$ cat src/design/bufu_pkg.sv
`timescale 1ns / 1ps
// ----------------------------------------------------------------------------
// Buffered UART FIFO controller package
// Shared constants, event codes and status types for the UART FIFO block.
// ----------------------------------------------------------------------------
package bufu_pkg;

    // Ring depth; one slot stays empty, so a ring holds QUEUE_DEPTH-1 bytes
    localparam int QUEUE_DEPTH = 16;
    localparam int PTR_W       = (QUEUE_DEPTH > 1) ? $clog2(QUEUE_DEPTH) : 1;

    typedef logic [7:0]       byte_t;
    typedef logic [PTR_W-1:0] ptr_t;

    // Event codes carried on the event channel
    typedef enum logic [1:0] {
        KIND_WRITE   = 2'd0,
        KIND_READ    = 2'd1,
        KIND_TX_DONE = 2'd2,
        KIND_RX_BYTE = 2'd3
    } kind_t;

    // Status of one ring as seen by the controller
    typedef struct packed {
        logic  empty;
        logic  full;
        byte_t pop_data;
    } ring_stat_t;

endpackage

$ cat src/design/bufu_if.sv
`timescale 1ns / 1ps
// ----------------------------------------------------------------------------
// Buffered UART FIFO channel interfaces
// Valid/ready channels for host and shifter events and for step results.
// ----------------------------------------------------------------------------
interface bufu_evt_if;
    import bufu_pkg::*;

    logic  valid;
    logic  ready;
    kind_t kind;
    byte_t data_byte;

    modport source (output valid, output kind, output data_byte, input ready);
    modport sink   (input valid, input kind, input data_byte, output ready);
endinterface

interface bufu_res_if;
    import bufu_pkg::*;

    logic  valid;
    logic  ready;
    logic  write_accepted;
    byte_t read_byte;
    logic  read_valid;
    logic  tx_start;
    byte_t tx_byte;
    logic  busy_sending;

    modport source (output valid, output write_accepted, output read_byte,
                    output read_valid, output tx_start, output tx_byte,
                    output busy_sending, input ready);
    modport sink   (input valid, input write_accepted, input read_byte,
                    input read_valid, input tx_start, input tx_byte,
                    input busy_sending, output ready);
endinterface

$ cat src/design/bufu_ring.sv
`timescale 1ns / 1ps
// ----------------------------------------------------------------------------
// Byte ring FIFO
// Circular byte store with read and write pointers, one slot kept empty.
// A pop from an empty ring in the same cycle as a push returns the pushed byte.
// ----------------------------------------------------------------------------
module bufu_ring (
    input  logic                 clk,
    input  logic                 rst_n,
    input  logic                 push,
    input  bufu_pkg::byte_t      push_data,
    input  logic                 pop,
    output bufu_pkg::ring_stat_t stat
);
    import bufu_pkg::*;

    byte_t store [QUEUE_DEPTH];
    ptr_t  rd_ptr_reg;
    ptr_t  rd_ptr_next;
    ptr_t  wr_ptr_reg;
    ptr_t  wr_ptr_next;
    ptr_t  wr_ptr_inc;
    ptr_t  rd_ptr_inc;
    logic  empty;
    logic  pop_taken;

    // Advance a pointer with wrap at the last slot
    function automatic ptr_t ptr_inc(input ptr_t p);
        ptr_t r;
        if (p == ptr_t'(QUEUE_DEPTH - 1))
        begin
            r = '0;
        end
        else
        begin
            r = p + ptr_t'(1);
        end
        return r;
    endfunction

    // Derive status and forward the pushed byte when the ring is empty
    always_comb
    begin
        wr_ptr_inc     = ptr_inc(wr_ptr_reg);
        rd_ptr_inc     = ptr_inc(rd_ptr_reg);
        empty          = (rd_ptr_reg == wr_ptr_reg);
        stat.empty     = empty;
        stat.full      = (wr_ptr_inc == rd_ptr_reg);
        pop_taken      = pop && (!empty || push);
        if (!empty)
        begin
            stat.pop_data = store[rd_ptr_reg];
        end
        else if (push)
        begin
            stat.pop_data = push_data;
        end
        else
        begin
            stat.pop_data = '0;
        end
        wr_ptr_next = push      ? wr_ptr_inc : wr_ptr_reg;
        rd_ptr_next = pop_taken ? rd_ptr_inc : rd_ptr_reg;
    end

    // Hold the pointers
    always_ff @(posedge clk or negedge rst_n)
    begin
        if (!rst_n)
        begin
            rd_ptr_reg <= '0;
            wr_ptr_reg <= '0;
        end
        else
        begin
            rd_ptr_reg <= rd_ptr_next;
            wr_ptr_reg <= wr_ptr_next;
        end
    end

    // Write the pushed byte into its slot
    always_ff @(posedge clk)
    begin
        if (push)
        begin
            store[wr_ptr_reg] <= push_data;
        end
    end

endmodule

$ cat src/design/buffered_uart_fifo_controller.sv
`timescale 1ns / 1ps
// ----------------------------------------------------------------------------
// Buffered UART FIFO controller
// Transmit and receive byte rings between a host and a serial shifter.
//
// Usage:
//   evt carries one event per transaction: host write (byte queued for
//   transmission), host read, transmitter done, or byte received.
//   res returns exactly one result transaction per event: write acceptance,
//   the byte read and its valid flag, a start strobe with the byte handed to
//   the shifter, and the sending flag after the event.
//   res becomes valid in the cycle after evt acceptance. One event is
//   taken every cycle while res is drained; the single result register
//   decides the rate, and the rings are updated in the accepting cycle so
//   the next event sees the new state.
//   When res stalls, the result register holds and evt.ready drops until
//   the result is taken.
//   Reset empties both rings (pointers to zero) and clears the sending flag;
//   ring contents are not cleared.
// ----------------------------------------------------------------------------
module buffered_uart_fifo_controller (
    input  logic      clk,
    input  logic      rst_n,
    bufu_evt_if.sink  evt,
    bufu_res_if.source res
);
    import bufu_pkg::*;

    ring_stat_t tx_stat;
    ring_stat_t rx_stat;
    logic       accept;
    logic       tx_push;
    logic       tx_pop;
    logic       rx_push;
    logic       rx_pop;
    logic       start_now;

    logic       res_valid_reg;
    logic       res_valid_next;
    logic       sending_reg;
    logic       sending_next;
    logic       write_accepted_reg;
    logic       write_accepted_next;
    byte_t      read_byte_reg;
    byte_t      read_byte_next;
    logic       read_valid_reg;
    logic       read_valid_next;
    logic       tx_start_reg;
    byte_t      tx_byte_reg;
    byte_t      tx_byte_next;

    // Take a new transaction whenever the result register is free or drains
    assign evt.ready = !res_valid_reg || res.ready;
    assign accept    = evt.valid && evt.ready;

    // Decode the event against ring status
    always_comb
    begin
        tx_push = 1'b0;
        tx_pop  = 1'b0;
        rx_push = 1'b0;
        rx_pop  = 1'b0;
        if (accept)
        begin
            case (evt.kind)
                KIND_WRITE:
                begin
                    tx_push = !tx_stat.full;
                    tx_pop  = !tx_stat.full && !sending_reg;
                end
                KIND_READ:    rx_pop  = 1'b1;
                KIND_TX_DONE: tx_pop  = 1'b1;
                KIND_RX_BYTE: rx_push = !rx_stat.full;
                default:
                begin
                    tx_push = 1'b0;
                end
            endcase
        end

        // A popped zero byte ends the transmit cycle
        start_now    = tx_pop && (tx_stat.pop_data != '0);
        sending_next = tx_pop ? start_now : sending_reg;

        write_accepted_next = tx_push;
        read_valid_next     = rx_pop && !rx_stat.empty;
        read_byte_next      = read_valid_next ? rx_stat.pop_data : '0;
        tx_byte_next        = start_now ? tx_stat.pop_data : '0;
        res_valid_next      = accept || (res_valid_reg && !res.ready);
    end

    bufu_ring u_tx_ring (
        .clk       (clk),
        .rst_n     (rst_n),
        .push      (tx_push),
        .push_data (evt.data_byte),
        .pop       (tx_pop),
        .stat      (tx_stat)
    );

    bufu_ring u_rx_ring (
        .clk       (clk),
        .rst_n     (rst_n),
        .push      (rx_push),
        .push_data (evt.data_byte),
        .pop       (rx_pop),
        .stat      (rx_stat)
    );

    // Hold control state
    always_ff @(posedge clk or negedge rst_n)
    begin
        if (!rst_n)
        begin
            res_valid_reg <= 1'b0;
            sending_reg   <= 1'b0;
        end
        else
        begin
            res_valid_reg <= res_valid_next;
            sending_reg   <= sending_next;
        end
    end

    // Load the result payload on each accepted transaction
    always_ff @(posedge clk)
    begin
        if (accept)
        begin
            write_accepted_reg <= write_accepted_next;
            read_byte_reg      <= read_byte_next;
            read_valid_reg     <= read_valid_next;
            tx_start_reg       <= start_now;
            tx_byte_reg        <= tx_byte_next;
        end
    end

    assign res.valid          = res_valid_reg;
    assign res.write_accepted = write_accepted_reg;
    assign res.read_byte      = read_byte_reg;
    assign res.read_valid     = read_valid_reg;
    assign res.tx_start       = tx_start_reg;
    assign res.tx_byte        = tx_byte_reg;
    assign res.busy_sending   = sending_reg;

endmodule
$ cat src/flat_wrapper.sv
// flat-port wrapper written by rule: the top's interface ports become plain ports
module buffered_uart_fifo_controller_flat import bufu_pkg::*;
  (clk, rst_n, evt_valid, evt_kind, evt_data_byte, evt_ready, res_valid, res_write_accepted, res_read_byte, res_read_valid, res_tx_start, res_tx_byte, res_busy_sending, res_ready);
  bufu_evt_if evt_i ();
  bufu_res_if res_i ();
  input  logic clk;
  input  logic rst_n;
  input wire logic [$bits(evt_i.valid)-1:0] evt_valid;
  input wire logic [$bits(evt_i.kind)-1:0] evt_kind;
  input wire logic [$bits(evt_i.data_byte)-1:0] evt_data_byte;
  output wire logic [$bits(evt_i.ready)-1:0] evt_ready;
  output wire logic [$bits(res_i.valid)-1:0] res_valid;
  output wire logic [$bits(res_i.write_accepted)-1:0] res_write_accepted;
  output wire logic [$bits(res_i.read_byte)-1:0] res_read_byte;
  output wire logic [$bits(res_i.read_valid)-1:0] res_read_valid;
  output wire logic [$bits(res_i.tx_start)-1:0] res_tx_start;
  output wire logic [$bits(res_i.tx_byte)-1:0] res_tx_byte;
  output wire logic [$bits(res_i.busy_sending)-1:0] res_busy_sending;
  input wire logic [$bits(res_i.ready)-1:0] res_ready;
  assign evt_i.valid = evt_valid;
  assign evt_i.kind = evt_kind;
  assign evt_i.data_byte = evt_data_byte;
  assign evt_ready = evt_i.ready;
  assign res_valid = res_i.valid;
  assign res_write_accepted = res_i.write_accepted;
  assign res_read_byte = res_i.read_byte;
  assign res_read_valid = res_i.read_valid;
  assign res_tx_start = res_i.tx_start;
  assign res_tx_byte = res_i.tx_byte;
  assign res_busy_sending = res_i.busy_sending;
  assign res_i.ready = res_ready;
  buffered_uart_fifo_controller u_core (.clk(clk), .rst_n(rst_n), .evt(evt_i), .res(res_i));
endmodule
$ cat config.mk
export PLATFORM = sky130hd
export DESIGN_NAME = buffered_uart_fifo_controller_flat
export DESIGN_NICKNAME = d
export VERILOG_FILES = /design/src/design/bufu_pkg.sv /design/src/design/bufu_if.sv /design/src/design/bufu_ring.sv /design/src/design/buffered_uart_fifo_controller.sv /design/src/flat_wrapper.sv
export SDC_FILE = /design/constraint.sdc
export NUM_CORES = 1
export LEC_CHECK = 0
export BUFFER_PORTS_ARGS = -buffer_cell sky130_fd_sc_hd__clkbuf_2
export CAP_MARGIN = 20
export CORE_ASPECT_RATIO = 0.5
export CORE_MARGIN = 1.5
export CORE_UTILIZATION = 35
export DETAILED_ROUTE_END_ITERATION = 8
export PLACE_DENSITY = 0.58
export SLEW_MARGIN = 0
export SYNTH_ARGS = -nofsm -noshare
export SYNTH_HDL_FRONTEND = slang
export SYNTH_HIERARCHICAL = 1
export SYNTH_SLANG_ARGS = --single-unit
$ cat constraint.sdc
create_clock -name clk -period 8.8 [get_ports clk]
set_input_delay 1.76 -clock clk [delete_from_list [all_inputs] [get_ports clk]]
set_output_delay 1.76 -clock clk [all_outputs]
set_load 0.02 [all_outputs]
==> impl_metrics.env, run 1 <==
export IMPL_cts_hold_buf=0
export IMPL_postRouteAntennaNets=0
export IMPL_grt_max_degree=57
export IMPL_startpoint="res_ready"
export IMPL_whs_ns=0.534
export IMPL_clk_root_buffer_cell="clkbuf_16"
export IMPL_area_growth_pct=12.8
export IMPL_finalPower_w=0.00405
export IMPL_finalCriticalPeriod_ns=3.99
export IMPL_multiInputGateArea_um2=3180
export IMPL_reg2reg_from="u_core/u_tx_ring/rd_ptr_reg[1]"
export IMPL_path_depth=3
export IMPL_grt_pass1_wl_mm=39.8
export IMPL_wl_per_cell_um=20.4
export IMPL_hold_class="flip-flop to flip-flop"
export IMPL_reg2reg_slack_ns=5.50
export IMPL_grt_use_total_pct=14.7
export IMPL_crit_buf_inv=2
export IMPL_peakVddDrop_mv=0.155
export IMPL_cts_buffers=28
export IMPL_post_cts_buffers=0
export IMPL_netlist_area_um2=12200
export IMPL_die_w_um=267
export IMPL_layout_common_cells="edfxtp_1, mux2i_1, o22ai_1, clkbuf_2, a21oi_1"
export IMPL_port_buffer_count=35
export IMPL_p_leak_nw=4.80
export IMPL_seq_area_um2=8710
export IMPL_hold_path_depth=1
export IMPL_hp_start="u_core/res.busy_sending"
export IMPL_top_regs="u_core/u_rx_ring/store (128), u_core/u_tx_ring/store (128)"
export IMPL_setup_tns_ns=0
export IMPL_drtIter0Drc=514
export IMPL_cp_end_kind="output port"
export IMPL_num_vias=6574
export IMPL_antenna_found_initial=0
export IMPL_post_route_period_util_pct=45.3
export IMPL_relSlewSlack_pct=38.0
export IMPL_die_h_um=135
export IMPL_power_frac_clock_pct=29.2
export IMPL_clock_sinks=293
export IMPL_r2r_cells=10
export IMPL_synth_avg_cell_area_um2=16.1
export IMPL_min_to="u_core/res.busy_sending"
export IMPL_clk_pin_slew_ns=0.06
export IMPL_hpwl_mm=16.3
export IMPL_wirelength_mm=26.2
export IMPL_postCtsResizedCells=0
export IMPL_final_hold_viol_count=0
export IMPL_die_area_um2=35900
export IMPL_drive_gt1_share_pct=13.5
export IMPL_slowest_delay_ns=0.21
export IMPL_swShare_pct=32.2
export IMPL_r2r_end="u_core/res.busy_sending"
export IMPL_first_global_vias=6663
export IMPL_critical_path_top_delay_family="buffers and inverters"
export IMPL_cts_htree_levels=1
export IMPL_globalRouteOverflowTotal=0
export IMPL_slew_viol_final=0
export IMPL_syn_inst=755
export IMPL_clock_latency_ns=0.55
export IMPL_ios=36
export IMPL_cp_start_kind="input port"
export IMPL_drt_pre_antenna_iters=5
export IMPL_final_common_cell="edfxtp_1"
export IMPL_fp_coreArea_um2=34400
export IMPL_p_int_w=0.00274
export IMPL_worst_pin_slew_ns=0.930
export IMPL_rsz0062_at_grt="no"
export IMPL_crit_required_ns=7.04
export IMPL_globalplace_congestion=0.836
export IMPL_crit_path_cell_trace="clkbuf_2 -> nand2b_2 -> clkbuf_2"
export IMPL_netSwitchingPower_w=0.00130
export IMPL_pwr_share_seq_pct=41.7
export IMPL_critPathMaxFanout=6
export IMPL_crit_top_cell="clkbuf_2"
export IMPL_fmax_ghz=0.251
export IMPL_yosysWarnings=6
export IMPL_via_per_inst=5.10
export IMPL_cts_tree="built"
export IMPL_nFillCells=3155
export IMPL_arrival_ns=2.23
export IMPL_drv_cap=0
export IMPL_nets=818
export IMPL_combPwrFrac_pct=29.2
export IMPL_insertedDiodeCount=0
export IMPL_cp_slowest_cell="nand2b_2"
export IMPL_finish_instance_area_um2=13700
export IMPL_std_cell_rows=48
export IMPL_drcViolationCount=0
export IMPL_power_density_nw_per_um2=295
export IMPL_placed_area_um2=12800
export IMPL_path_class="input port to output port"
export IMPL_start_util_pct=35.4
export IMPL_setup_viol=0
export IMPL_fin_skew_ns=0.0134
export IMPL_synthesis_nets=779
export IMPL_status="complete, no violations"
export IMPL_clock_path_buffers=3
-- per-layer routing --
metal | GRT usage (%) | share of wire, % | vias to the layer above
met2 | 26.0 | 50 | 153
met1 | 19.1 | 43 | 3329
met4 | 3.69 | 2.0 | 0
met5 | 0 | 0 | -
met3 | 2.35 | 4.1 | 34
li1 | - | - | 3058
-- worst reg2reg max path: stages, from the launching register on --
cell and delay [ns]:
dfrtp_2 0.34, buf_4 0.69, xor2_1 0.17, nor4_1 0.64, nor4_2 0.09, buf_4 0.24, a21oi_1 0.17, a21oi_1 0.07
nor4_1 0.31, nand2_1 0.14, mux2_1 0.31
-- metrics by stage --
step | setup WS, ns | util (%) | instances
after floorplan | 4.60 | - | 755
after global placement | 4.78 | 37.2 | 1234
after detailed placement | 4.71 | 37.2 | 1234
after CTS | 4.81 | 39.8 | 1283
after global routing | 4.79 | 39.9 | 1288
final | 4.81 | 39.9 | 1288
-- worst max path at each step --
stage | slack [ns] | to
detailed placement | 4.71 | u_core/u_tx_ring/store[7][2]
global route | 4.79 | evt_ready
CTS | 4.81 | evt_ready
finish | 4.81 | evt_ready
floorplan | 4.60 | u_core/u_tx_ring/store[11][0]
global placement | 4.78 | u_core/u_tx_ring/store[11][4]
-- power groups by stage --
| stage | Clock, W | Sequential [W] | Combinational [W] |
|---|---|---|---|
| 4_1_cts | 0.00120 | 0.00168 | 0.00118 |
| 2_1_floorplan | 0 | 0.00167 | 0.000938 |
| 3_5_place_dp | 0 | 0.00171 | 0.00118 |
| 6_report | 0.00118 | 0.00169 | 0.00118 |
| 3_3_place_gp | 0 | 0.00171 | 0.00116 |
| 5_1_grt | 0.00126 | 0.00169 | 0.00127 |
-- cell type report --
cell class | count | share of cell area, %
multi-input cells | 409 | 23.2
flip-flops and latches | 293 | 63.6
repair buffers | 54 | 2.23
well taps | 475 | 4.34
inverters | 8 | 0.219
clock inverters | 14 | 1.00
clock buffers | 35 | 5.46
No activity file was read; power rests on OpenSTA's default activity.
==> run 2: changes to the inputs <==
clock period = 3.8 ns   (was 8.8 ns; I/O delays follow)
==> impl_metrics.env, run 2 (same netlist as run 1, synthesis figures left out) <==
export IMPL_worst_pin_slew_ns=0.818
export IMPL_peakVddDrop_mv=0.367
export IMPL_drcViolationCount=0
export IMPL_grt_use_total_pct=15.2
export IMPL_layout_common_cells="edfxtp_1, mux2i_1, o22ai_1, clkbuf_2, a21oi_1"
export IMPL_area_growth_pct=13.3
export IMPL_critPathMaxFanout=25
export IMPL_postCtsResizedCells=0
export IMPL_postRouteAntennaNets=0
export IMPL_post_cts_buffers=0
export IMPL_cp_endpoint="u_core/res.busy_sending"
export IMPL_cts_hold_buf=0
export IMPL_p_leak_nw=4.83
export IMPL_setup_viol=0
export IMPL_r2r_cells=12
export IMPL_crit_required_ns=4.23
export IMPL_fin_skew_ns=0.00826
export IMPL_grt_max_degree=56
export IMPL_globalplace_congestion=0.859
export IMPL_wl_met1_mm=11.7
export IMPL_wirelength_mm=27.0
export IMPL_startpoint="u_core/u_tx_ring/wr_ptr_reg[0]"
export IMPL_status="complete, no violations"
export IMPL_setup_slack_ns=0.649
export IMPL_post_route_period_util_pct=82.9
export IMPL_hpwl_mm=17.5
export IMPL_setup_tns_ns=0
export IMPL_drive_gt1_share_pct=14.1
export IMPL_r2r_end="u_core/res.busy_sending"
export IMPL_slew_viol_final=0
export IMPL_antenna_found_initial=1
export IMPL_wl_met2_mm=13.4
export IMPL_hold_class="input port to async pin"
export IMPL_relSlewSlack_pct=45.3
export IMPL_final_common_cell="edfxtp_1"
export IMPL_arrival_ns=3.58
export IMPL_start_util_pct=35.4
export IMPL_cp_end_kind="flip-flop"
export IMPL_preCtsSetupSlack_ns=0.716
export IMPL_fp_coreArea_um2=34400
export IMPL_ios=36
export IMPL_cts_tree="built"
export IMPL_globalRouteOverflowTotal=0
export IMPL_first_global_vias=6619
export IMPL_num_vias=6571
export IMPL_clk_root_buffer_cell="clkbuf_16"
export IMPL_insertedDiodeCount=0
export IMPL_clock_sinks=293
export IMPL_power_density_nw_per_um2=680
export IMPL_cts_buffers=28
export IMPL_wl_met3_mm=1.22
export IMPL_reg2reg_from="u_core/u_tx_ring/wr_ptr_reg[0]"
export IMPL_clock_latency_ns=0.55
export IMPL_drv_cap=0
export IMPL_fmax_ghz=0.317
export IMPL_nets=820
export IMPL_highest_layer="met4"
export IMPL_wl_per_cell_um=21.0
export IMPL_top_regs="u_core/u_rx_ring/store (128), u_core/u_tx_ring/store (128)"
export IMPL_grt_pass1_wl_mm=40.6
export IMPL_finalPower_w=0.00937
export IMPL_die_area_um2=35900
export IMPL_port_buffer_count=35
export IMPL_clk_pin_slew_ns=0.07
export IMPL_finalCriticalPeriod_ns=3.15
export IMPL_cp_start_kind="flip-flop"
export IMPL_path_class="flip-flop to flip-flop"
export IMPL_drt_pre_antenna_iters=5
export IMPL_rsz0062_at_grt="no"
export IMPL_reg2reg_slack_ns=0.65
export IMPL_cts_htree_levels=1
export IMPL_drtIter0Drc=531
export IMPL_die_h_um=135
export IMPL_final_hold_viol_count=0
export IMPL_clock_path_buffers=3
export IMPL_via_per_inst=5.09
export IMPL_die_w_um=267
export IMPL_std_cell_rows=48
run 2: cell count changes in the layout (fill, tap and decap cells not counted), sizes merged:
cell | previous run | this run
buf | 19 | 21
clkinv | 11 | 9
clkbuf | 70 | 73
bufinv | 3 | 2
run 2: critical path, stage by stage, from the launching register on:
cell,delay (ns)
dfrtp_1,0.47
ha_1,0.30
a21o_1,0.19
a31oi_1,0.21
xor2_1,0.09
nor4_1,0.42
nor4_2,0.09
buf_4,0.23
a21oi_1,0.16
a21oi_1,0.07
nor4_1,0.33
nand2_1,0.14
mux2_1,0.31
run 2: area by class of cell:
type | instances | area, um^2
timing repair buffer | 56 | 358
clock buffer | 38 | 800
fill | 3149 | 20600
tap | 475 | 594
clock inverter | 11 | 100
multi-input combinational | 409 | 3180
sequential | 293 | 8710
inverter | 8 | 30.0
run 2: power by group:
part	switching [W]	internal, W	total [W]
Sequential	0.000251	0.00369	0.00394
Clock	0.00113	0.00159	0.00272
Combinational	0.00161	0.00109	0.00270
run 2: layer usage:
| layer | up-vias | global-route usage [%] |
|---|---|---|
| li1 | 3057 | - |
| met1 | 3310 | 20.1 |
| met2 | 160 | 26.0 |
| met3 | 44 | 2.35 |
| met4 | 0 | 4.36 |
| met5 | - | 0 |
run 2: worst min-delay path by stage:
stage / startpoint / depth (start not counted) / end
2_1_floorplan: rst_n / 0 / u_core/res.busy_sending
3_3_place_gp: u_core/res.valid / 2 / u_core/res.valid
3_5_place_dp: u_core/res.valid / 2 / u_core/res.valid
4_1_cts: rst_n / 1 / u_core/u_rx_ring/wr_ptr_reg[1]
5_1_grt: rst_n / 1 / u_core/u_rx_ring/wr_ptr_reg[1]
6_report: rst_n / 1 / u_core/u_rx_ring/wr_ptr_reg[2]
run 2: per-stage QoR:
step / cell area (um^2) / util, % / hold WS (ns) / instances
after floorplan: 12200 / - / 0.464 / 755
after global placement: 12900 / 37.5 / 0.561 / 1241
after detailed placement: 12900 / 37.5 / 0.577 / 1241
after CTS: 13800 / 40.1 / 0.188 / 1290
after global routing: 13800 / 40.1 / 0.216 / 1290
final: 13800 / 40.1 / 0.182 / 1290
